===== config.mk =====
export PLATFORM = sky130hd
export DESIGN_NAME = serial_frame_deframer_crc16_core
export DESIGN_NICKNAME = d
export VERILOG_FILES = /design/src/hw/rtl/sfd_pkg.sv /design/src/hw/rtl/sfd_front.sv /design/src/hw/rtl/sfd_cmdq.sv /design/src/hw/rtl/sfd_back.sv /design/src/hw/rtl/serial_frame_deframer_crc16_core.sv
export SDC_FILE = /design/constraint.sdc
export NUM_CORES = 1
export LEC_CHECK = 0
export BUFFER_PORTS_ARGS = -buffer_cell sky130_fd_sc_hd__buf_4
export CORE_MARGIN = 2
export CORE_UTILIZATION = 60
export CTS_CLUSTER_DIAMETER = 150
export DETAILED_ROUTE_END_ITERATION = 8
export PLACE_DENSITY = 0.84
export SETUP_SLACK_MARGIN = 0.4
export SLEW_MARGIN = 20
export SYNTH_ARGS = -nofsm -noshare
export SYNTH_HDL_FRONTEND = slang
export SYNTH_SLANG_ARGS = --single-unit

===== constraint.sdc =====
create_clock -name clk -period 8.5 [get_ports clk]
set_input_delay 0.85 -clock clk [delete_from_list [all_inputs] [get_ports clk]]
set_output_delay 0.85 -clock clk [all_outputs]
set_load 0.01 [all_outputs]

===== src/hw/rtl/sfd_pkg.sv =====
package sfd_pkg;

  localparam int PAYLOAD_BYTES = 1024;
  localparam int CNT_W = 16;
  localparam int IDX_W = 10;
  localparam int CRC_W = 16;
  localparam int CMDQ_DEPTH = 4;
  localparam int CMDQ_AW = $clog2(CMDQ_DEPTH);

  localparam logic [CRC_W-1:0] CRC_POLY = 16'h1021;
  localparam logic [CRC_W-1:0] CRC_INIT = 16'h0000;
  localparam logic [23:0] HDR_PREFIX = 24'hDDCCBB;
  localparam logic [7:0] HDR_LAST = 8'hAA;
  localparam logic [7:0] FOOT_PAT [4] = '{8'hAA, 8'hBB, 8'hCC, 8'hDD};
  localparam logic [CNT_W-1:0] LAST_IDX = CNT_W'(PAYLOAD_BYTES - 1);

  typedef enum logic [1:0] {
    KIND_DATA     = 2'd0,
    KIND_GOOD     = 2'd1,
    KIND_CRC_ERR  = 2'd2,
    KIND_FOOT_ERR = 2'd3
  } kind_t;

  typedef enum logic [1:0] {
    OP_DATA   = 2'd0,
    OP_CRC_LO = 2'd1,
    OP_CRC_HI = 2'd2,
    OP_END    = 2'd3
  } op_t;

  typedef struct packed {
    op_t              op;
    logic [7:0]       data;
    logic [IDX_W-1:0] index;
    logic             foot_ok;
  } cmd_t;

  typedef struct packed {
    logic valid;
    cmd_t cmd;
  } front_o_t;

  typedef struct packed {
    kind_t            kind;
    logic [7:0]       data;
    logic [IDX_W-1:0] index;
    logic [CRC_W-1:0] crc_rx;
    logic [CRC_W-1:0] crc_cmp;
  } res_t;

  // msb-first crc-16, one byte
  function automatic logic [CRC_W-1:0] crc16_byte(input logic [CRC_W-1:0] crc,
                                                  input logic [7:0] b);
    logic [CRC_W-1:0] c;
    c = crc ^ {b, 8'h00};
    for (int j = 0; j < 8; j++) begin
      if (c[CRC_W-1]) begin
        c = {c[CRC_W-2:0], 1'b0} ^ CRC_POLY;
      end else begin
        c = {c[CRC_W-2:0], 1'b0};
      end
    end
    return c;
  endfunction

endpackage


===== src/hw/rtl/sfd_front.sv =====
module sfd_front import sfd_pkg::*; (
  input  logic       clk,
  input  logic       rst_n,
  input  logic       acc_i,
  input  logic [7:0] byte_i,
  output front_o_t   front_o
);

  typedef enum logic [1:0] {
    ST_HUNT,
    ST_DATA,
    ST_CRC,
    ST_FOOT
  } state_t;

  state_t           state_r, state_nxt;
  logic [23:0]      window_r, window_nxt;
  logic [CNT_W-1:0] cnt_r, cnt_nxt;
  logic [1:0]       sub_r, sub_nxt;
  logic             good_r, good_nxt;
  logic             match;

  assign match = (byte_i == FOOT_PAT[sub_r]);

  always_comb begin
    state_nxt = state_r;
    window_nxt = window_r;
    cnt_nxt = cnt_r;
    sub_nxt = sub_r;
    good_nxt = good_r;
    front_o = '0;
    front_o.cmd.data = byte_i;
    front_o.cmd.index = cnt_r[IDX_W-1:0];
    if (acc_i) begin
      unique case (state_r)
        ST_HUNT: begin
          if (window_r == HDR_PREFIX && byte_i == HDR_LAST) begin
            state_nxt = ST_DATA;
            window_nxt = '0;
            cnt_nxt = '0;
            sub_nxt = '0;
            good_nxt = 1'b1;
          end else begin
            window_nxt = {window_r[15:0], byte_i};
          end
        end
        ST_DATA: begin
          front_o.valid = 1'b1;
          front_o.cmd.op = OP_DATA;
          if (cnt_r == LAST_IDX) begin
            state_nxt = ST_CRC;
            cnt_nxt = '0;
          end else begin
            cnt_nxt = cnt_r + 1'b1;
          end
        end
        ST_CRC: begin
          front_o.valid = 1'b1;
          if (sub_r == 2'd0) begin
            front_o.cmd.op = OP_CRC_LO;
            sub_nxt = 2'd1;
          end else begin
            front_o.cmd.op = OP_CRC_HI;
            sub_nxt = 2'd0;
            state_nxt = ST_FOOT;
          end
        end
        ST_FOOT: begin
          if (sub_r == 2'd3) begin
            front_o.valid = 1'b1;
            front_o.cmd.op = OP_END;
            front_o.cmd.foot_ok = good_r && match;
            state_nxt = ST_HUNT;
            window_nxt = '0;
            sub_nxt = '0;
            good_nxt = 1'b1;
          end else begin
            good_nxt = good_r && match;
            sub_nxt = sub_r + 1'b1;
          end
        end
        default: state_nxt = ST_HUNT;
      endcase
    end
  end

  always_ff @(posedge clk) begin
    if (!rst_n) begin
      state_r <= ST_HUNT;
      window_r <= '0;
      cnt_r <= '0;
      sub_r <= '0;
      good_r <= 1'b1;
    end else begin
      state_r <= state_nxt;
      window_r <= window_nxt;
      cnt_r <= cnt_nxt;
      sub_r <= sub_nxt;
      good_r <= good_nxt;
    end
  end

  // a command leaves only for a byte that was taken
  a_cmd_needs_acc: assert property (@(posedge clk) disable iff (!rst_n)
    front_o.valid |-> acc_i) else $error("front command without a beat");

  // the payload index stays below the payload length
  a_cnt_range: assert property (@(posedge clk) disable iff (!rst_n)
    cnt_r <= LAST_IDX) else $error("payload counter out of range");

endmodule


===== src/hw/rtl/sfd_cmdq.sv =====
module sfd_cmdq import sfd_pkg::*; (
  input  logic clk,
  input  logic rst_n,
  input  logic push_i,
  input  cmd_t cmd_i,
  output logic full_o,
  input  logic pop_i,
  output logic empty_o,
  output cmd_t cmd_o
);

  cmd_t               mem_r [CMDQ_DEPTH];
  logic [CMDQ_AW-1:0] wr_ptr_r, rd_ptr_r;
  logic [CMDQ_AW:0]   cnt_r;
  logic               do_push, do_pop;

  assign full_o = (cnt_r == (CMDQ_AW+1)'(CMDQ_DEPTH));
  assign empty_o = (cnt_r == '0);
  assign do_push = push_i && !full_o;
  assign do_pop = pop_i && !empty_o;
  assign cmd_o = mem_r[rd_ptr_r];

  always_ff @(posedge clk) begin
    if (do_push) begin
      mem_r[wr_ptr_r] <= cmd_i;
    end
  end

  always_ff @(posedge clk) begin
    if (!rst_n) begin
      wr_ptr_r <= '0;
      rd_ptr_r <= '0;
      cnt_r <= '0;
    end else begin
      if (do_push) wr_ptr_r <= wr_ptr_r + 1'b1;
      if (do_pop) rd_ptr_r <= rd_ptr_r + 1'b1;
      cnt_r <= cnt_r + (CMDQ_AW+1)'(do_push) - (CMDQ_AW+1)'(do_pop);
    end
  end

  a_no_overflow: assert property (@(posedge clk) disable iff (!rst_n)
    push_i |-> !full_o) else $error("command queue overflow");

  a_ptr_gap: assert property (@(posedge clk) disable iff (!rst_n)
    (wr_ptr_r - rd_ptr_r) == cnt_r[CMDQ_AW-1:0])
    else $error("command queue pointers disagree with count");

endmodule


===== src/hw/rtl/sfd_back.sv =====
module sfd_back import sfd_pkg::*; (
  input  logic clk,
  input  logic rst_n,
  input  logic cmd_empty_i,
  input  cmd_t cmd_i,
  output logic cmd_pop_o,
  output logic empty_o,
  input  logic pop_i,
  output res_t res_o
);

  res_t             q_r [2];
  logic             head_r;
  logic [1:0]       cnt_r;
  logic [CRC_W-1:0] crc_r, crc_nxt;
  logic [CRC_W-1:0] rx_r, rx_nxt;
  logic             out_pop, room, res_valid;
  res_t             res;
  logic             tail;

  assign empty_o = (cnt_r == 2'd0);
  assign res_o = q_r[head_r];
  assign out_pop = pop_i && !empty_o;
  // a slot frees up in the same cycle as the consumer takes a beat
  assign room = (cnt_r != 2'd2) || out_pop;
  assign cmd_pop_o = room && !cmd_empty_i;
  assign tail = head_r ^ cnt_r[0];

  always_comb begin
    crc_nxt = crc_r;
    rx_nxt = rx_r;
    res = '0;
    res_valid = 1'b0;
    if (cmd_pop_o) begin
      unique case (cmd_i.op)
        OP_DATA: begin
          crc_nxt = crc16_byte(crc_r, cmd_i.data);
          res_valid = 1'b1;
          res.kind = KIND_DATA;
          res.data = cmd_i.data;
          res.index = cmd_i.index;
        end
        OP_CRC_LO: rx_nxt = {rx_r[CRC_W-1:8], cmd_i.data};
        OP_CRC_HI: rx_nxt = {cmd_i.data, rx_r[7:0]};
        OP_END: begin
          res_valid = 1'b1;
          if (!cmd_i.foot_ok) begin
            res.kind = KIND_FOOT_ERR;
          end else if (rx_r != crc_r) begin
            res.kind = KIND_CRC_ERR;
          end else begin
            res.kind = KIND_GOOD;
          end
          res.crc_rx = rx_r;
          res.crc_cmp = crc_r;
          crc_nxt = CRC_INIT;
          rx_nxt = '0;
        end
        default: ;
      endcase
    end
  end

  always_ff @(posedge clk) begin
    if (res_valid) begin
      // write lands behind whatever stays after this cycle's pop
      q_r[tail] <= res;
    end
  end

  always_ff @(posedge clk) begin
    if (!rst_n) begin
      head_r <= 1'b0;
      cnt_r <= '0;
      crc_r <= CRC_INIT;
      rx_r <= '0;
    end else begin
      if (out_pop) head_r <= ~head_r;
      cnt_r <= cnt_r + 2'(res_valid) - 2'(out_pop);
      crc_r <= crc_nxt;
      rx_r <= rx_nxt;
    end
  end

  a_cnt_bound: assert property (@(posedge clk) disable iff (!rst_n)
    cnt_r <= 2'd2) else $error("result queue over capacity");

  a_crc_restart: assert property (@(posedge clk) disable iff (!rst_n)
    (cmd_pop_o && cmd_i.op == OP_END) |=> (crc_r == CRC_INIT && rx_r == '0))
    else $error("crc not restarted after frame end");

  a_data_crc: assert property (@(posedge clk) disable iff (!rst_n)
    (cmd_pop_o && cmd_i.op == OP_DATA)
      |=> crc_r == crc16_byte($past(crc_r), $past(cmd_i.data)))
    else $error("running crc update wrong");

endmodule


===== src/hw/rtl/serial_frame_deframer_crc16_core.sv =====
// Serial frame deframer with CRC-16 (poly 0x1021, init 0, XMODEM style). Bytes go in on
// push/full, one per cycle while full is low; results come out on empty/pop. Frames are
// DD CC BB AA, PAYLOAD_BYTES payload bytes, CRC low byte then high byte, then AA BB CC DD.
// Each payload byte gives one payload beat (kind 0) tagged with its index modulo 1024; the
// last footer byte gives one status beat (good, crc error, or footer error, footer checked
// first) with the received and computed CRC. Header, CRC and leading footer bytes give no
// beat. The classifier writes each command into the command queue at the accepting edge,
// and the CRC stage moves it into the two-entry result queue once that queue has room.
// The CRC stage handles one byte per cycle while the result queue has room, so the
// sustained rate is one byte per cycle; full rises only when the consumer stalls long
// enough to fill the four-entry command queue.
module serial_frame_deframer_crc16_core import sfd_pkg::*; (
  input  logic                    clk,
  input  logic                    rst_n,
  input  logic                    push,
  output logic                    full,
  input  logic [7:0]              in_rx_byte,
  output logic                    empty,
  input  logic                    pop,
  output logic [1:0]              out_kind,
  output logic [7:0]              out_data_byte,
  output logic [IDX_W-1:0]        out_byte_index,
  output logic [CRC_W-1:0]        out_crc_received,
  output logic [CRC_W-1:0]        out_crc_computed
);

  front_o_t front;
  logic     acc;
  logic     q_empty, q_pop;
  cmd_t     q_cmd;
  res_t     res;

  assign acc = push && !full;

  sfd_front u_front (
    .clk     (clk),
    .rst_n   (rst_n),
    .acc_i   (acc),
    .byte_i  (in_rx_byte),
    .front_o (front)
  );

  sfd_cmdq u_cmdq (
    .clk     (clk),
    .rst_n   (rst_n),
    .push_i  (front.valid),
    .cmd_i   (front.cmd),
    .full_o  (full),
    .pop_i   (q_pop),
    .empty_o (q_empty),
    .cmd_o   (q_cmd)
  );

  sfd_back u_back (
    .clk         (clk),
    .rst_n       (rst_n),
    .cmd_empty_i (q_empty),
    .cmd_i       (q_cmd),
    .cmd_pop_o   (q_pop),
    .empty_o     (empty),
    .pop_i       (pop),
    .res_o       (res)
  );

  assign out_kind = res.kind;
  assign out_data_byte = res.data;
  assign out_byte_index = res.index;
  assign out_crc_received = res.crc_rx;
  assign out_crc_computed = res.crc_cmp;

endmodule

==> results_dict.tcl <==
set metrics [dict create \
    routed_via_density 5.884 \
    cp-start-kind "flip-flop" \
    timing.rr.end "u_back.q_r[1][11]" \
    synthArstFlopShare_pct 0 \
    p_int_w 0.003114 \
    yosys_warnings 0 \
    synth_adder_area_share_pct 2.263 \
    critical_path.cell_chain "buf_4 -> mux4_2 -> inv_1 -> ha_1 -> nand3b_1 -> buf_4 -> nor2_4 -> buf_4" \
    clock_skew_ns 0.01929 \
    critical_path.top_delay_family "buffers and inverters" \
    syn_nets 910 \
    drc 0 \
    rsz0062_at_grt "false" \
    cts_made_buffers 27 \
    final_core_util_pct 69.52 \
    synth.avg_cell_area_um2 13.62 \
    synth_edf_count 188 \
    postCtsHoldBufs 0 \
    fin_crit_sh_pct 41.46 \
    cap_violations 0 \
    gp_congestion 0.8480 \
    synth_cell_types 57 \
    ir_drop_mv 0.2332 \
    min_to "u_front.cnt_r[15]" \
    netlist_area_mm2 0.01194 \
    cpPeakStageDelay_ns 0.62 \
    synth_xor_area_share_pct 3.164 \
    cts.htree.levels 1 \
    area_growth_pct 13.66 \
    antenna_cells 0 \
    antenna_found_initial 0 \
    cts.sinks 278 \
    setup_viol 0 \
    root_buffer "clkbuf_16" \
    drive_gt1_share_pct 21.17 \
    cp_num_buf_inv 4 \
    critPathMaxFanout 30 \
    crit_slowest_cell "mux4_2" \
    synth_top_family_by_area "simple AND/OR/NAND/NOR gates" \
    worstHoldPathCells 2 \
    ys_seq_elements 278 \
    fin_crit_ns 3.524 \
    r2r_cells 8 \
    post_cts_resized 0 \
    hold_viol_final 0 \
    layout_commonest_cell "edfxtp_1" \
    synthFlopType "edfxtp_1" \
    powerDensity_mw_per_mm2 337.1 \
    die_x_um 145.1 \
    outcome "complete, no violations" \
    fmax_ghz 0.2838 \
    grt_pass1_wl_um 37350 \
    p_sw_w 0.001462 \
    portBuffers 65 \
    layout_common_cells "edfxtp_1, dfxtp_1, buf_4" \
    tritoncts "done" \
    maxSlewViolCount 0 \
    cp.arrival_ns 3.71 \
    sw_frac_of_total_pct 31.95 \
    clkTransAtPathRegs_ns 0.06 \
    holdWs_ns 0.4749 \
    share_seq_of_total_power_pct 41.5 \
    insertion_delay_ns 0.54 \
    rows 51 \
    comb_power_share_pct 32.4 \
    tns_ns 0 \
    worstMarginPinSlew_ns 1.078 \
    vias 7173 \
    wl_per_cell_um 19.12 \
    regToRegSetupSlack_ns 4.98 \
    hp-start "u_front.cnt_r[15]" \
    min_path_type "reg2reg" \
    first_pass_iters 8 \
    p_leak_nw 4.843 \
    dp_hpwl_um 15070 \
    cp-end-kind "flip-flop" \
    synth_compound_area_share_pct 6.223 \
    coreArea_mm2 0.01953 \
    ios 66 \
    grt_pass1_vias 7095 \
    dp_worst_setup_slack_ns 4.931 \
    nFillCells 1338 \
    overflow 0 \
    die_h_um 145.1 \
    synthMuxAreaShare_pct 10.06 \
    cp.required_ns 8.68 \
    grt_max_degree 88 \
    dieArea_mm2 0.02105 \
    drt_iter0_drc 575 \
    worst_slack_ns 4.976 \
    cpMostUsedCell "buf_4" \
    postPlaceCellArea_mm2 0.01266 \
    slew_headroom_pct 28.15 \
    syn_inst 877 \
    yosys.area_share.simple_pct 13.69 \
    initial_core_util_pct 61.16 \
    seq_area_frac_synth_pct 62.36 \
    ant_nets 0 \
    clkPwrFrac_pct 26.1 \
    cts_max_path_buffers 3 \
    totalWireLength_um 23300 \
    fin_nets 966 \
    grtUsageTotal_pct 21.84 \
    postCtsSetupBuffers 0 \
    critPathKind "reg2reg" \
    final_area_mm2 0.01357 \
]
[registers in the layout, summed over array words and instances, names as in the netlist, 2 cells and up, named ones only]
signal            cells
u_back.cnt_r          2
u_back.crc_r         16
u_back.q_r          104
u_back.rx_r          16
u_cmdq.cnt_r          3
u_cmdq.mem_r         84
u_cmdq.rd_ptr_r       2
u_cmdq.wr_ptr_r       2
u_front.cnt_r        16
u_front.state_r       2
u_front.sub_r         2
u_front.window_r     24
[final cells by class]
cell class | count | area [µm²] | area share [%]
clock inverter | 14 | 150.1 | 1.106
inverter | 21 | 78.83 | 0.5807
timing repair buffer | 72 | 544.3 | 4.010
sequential | 278 | 7448 | 54.87
multi-input combinational | 533 | 4272 | 31.47
clock buffer | 36 | 749.5 | 5.521
tap | 265 | 331.6 | 2.443
[power groups by stage]
| stage | Clock, W | Combinational [W] | Sequential [W] |
|---|---|---|---|
| after floorplan | 0 | 0.00100 | 0.00189 |
| after CTS | 0.00121 | 0.00149 | 0.00190 |
| after global routing | 0.00127 | 0.00160 | 0.00192 |
| after global placement | 0 | 0.00144 | 0.00191 |
| final | 0.00120 | 0.00148 | 0.00190 |
| after detailed placement | 0 | 0.00148 | 0.00192 |
[per-stage QoR]
stage | std cells | total power, W
2_1_floorplan | 877 | 0.002886
3_3_place_gp | 1168 | 0.003346
3_5_place_dp | 1169 | 0.003398
4_1_cts | 1219 | 0.004599
5_1_grt | 1219 | 0.004791
6_report | 1219 | 0.004575
[Yosys cell counts (2+ instances only)]
master / instances / share of area [%]
edfxtp_1: 188 / 47
nand2_1: 47 / 1.5
nand3b_1: 5 / 0.31
dfxtp_1: 90 / 15
nor3_1: 10 / 0.42
o31ai_1: 10 / 0.63
buf_1: 5 / 0.16
a21boi_0: 11 / 0.69
a22oi_1: 28 / 1.8
nand3_1: 30 / 1.3
a31oi_1: 3 / 0.16
nor2_1: 12 / 0.38
or4b_2: 2 / 0.17
mux2_2: 56 / 5.3
mux4_2: 20 / 3.8
nand4_1: 5 / 0.26
o41ai_1: 2 / 0.15
mux2i_1: 12 / 1.0
nor2b_1: 46 / 2.4
or4_1: 10 / 0.63
and3_1: 17 / 0.89
nor4_1: 6 / 0.31
o21ai_0: 11 / 0.46
nand4b_1: 2 / 0.15
xor2_1: 19 / 1.4
a21oi_1: 24 / 1.0
or3_1: 10 / 0.52
xnor2_1: 21 / 1.5
clkbuf_1: 31 / 0.97
o211ai_1: 5 / 0.31
nor4bb_1: 3 / 0.25
ha_1: 20 / 2.1
buf_2: 7 / 0.29
o221ai_1: 3 / 0.22
nand2b_1: 3 / 0.16
nor3b_1: 5 / 0.31
a211oi_1: 4 / 0.25
inv_1: 21 / 0.66
nand4bb_1: 2 / 0.19
and2_1: 48 / 2.5
nor4b_1: 7 / 0.51
[worst reg2reg max path, stage by stage, from the launching register on]
cell      delay [ns]
dfxtp_1         0.33
buf_4           0.39
mux4_2          0.62
inv_1           0.10
ha_1            0.23
nand3b_1        0.15
buf_4           0.24
nor2_4          0.60
buf_4           0.49
[how the worst max path moves through the flow]
stage / start / end / slack (ns) / cells after the start
after floorplan: flip-flop / u_back.q_r[0][0] / 3.24 / 10
after global placement: in_rx_byte[4] / u_front.cnt_r[4] / 5.05 / 6
after detailed placement: in_rx_byte[4] / u_front.cnt_r[12] / 4.93 / 6
after CTS: flip-flop / u_back.q_r[1][9] / 4.93 / 8
after global routing: flip-flop / u_back.q_r[1][3] / 4.69 / 8
final: flip-flop / u_back.q_r[1][11] / 4.98 / 8
[layer usage]
metal / wire [µm] / vias to the layer above / track usage (%)
met5: 0 / - / 0
met4: 619 / 0 / 7.255
met3: 1067 / 53 / 3.396
met2: 11930 / 198 / 38.45
met1: 9687 / 3529 / 27.79
li1: - / 3393 / -
[logic make-up (layout without fill, tap and decap cells)]
| kind of cell | after synthesis | in the layout |
|---|---|---|
| xor+xnor | 41 | 41 |
| compound gates | 107 | 107 |
| mux | 88 | 88 |
| buf+inv | 66 | 143 |
| flops | 278 | 278 |
| simple gates | 276 | 276 |
| fa+ha+maj | 21 | 21 |
Note: power is estimated with default switching activity, not from simulation.
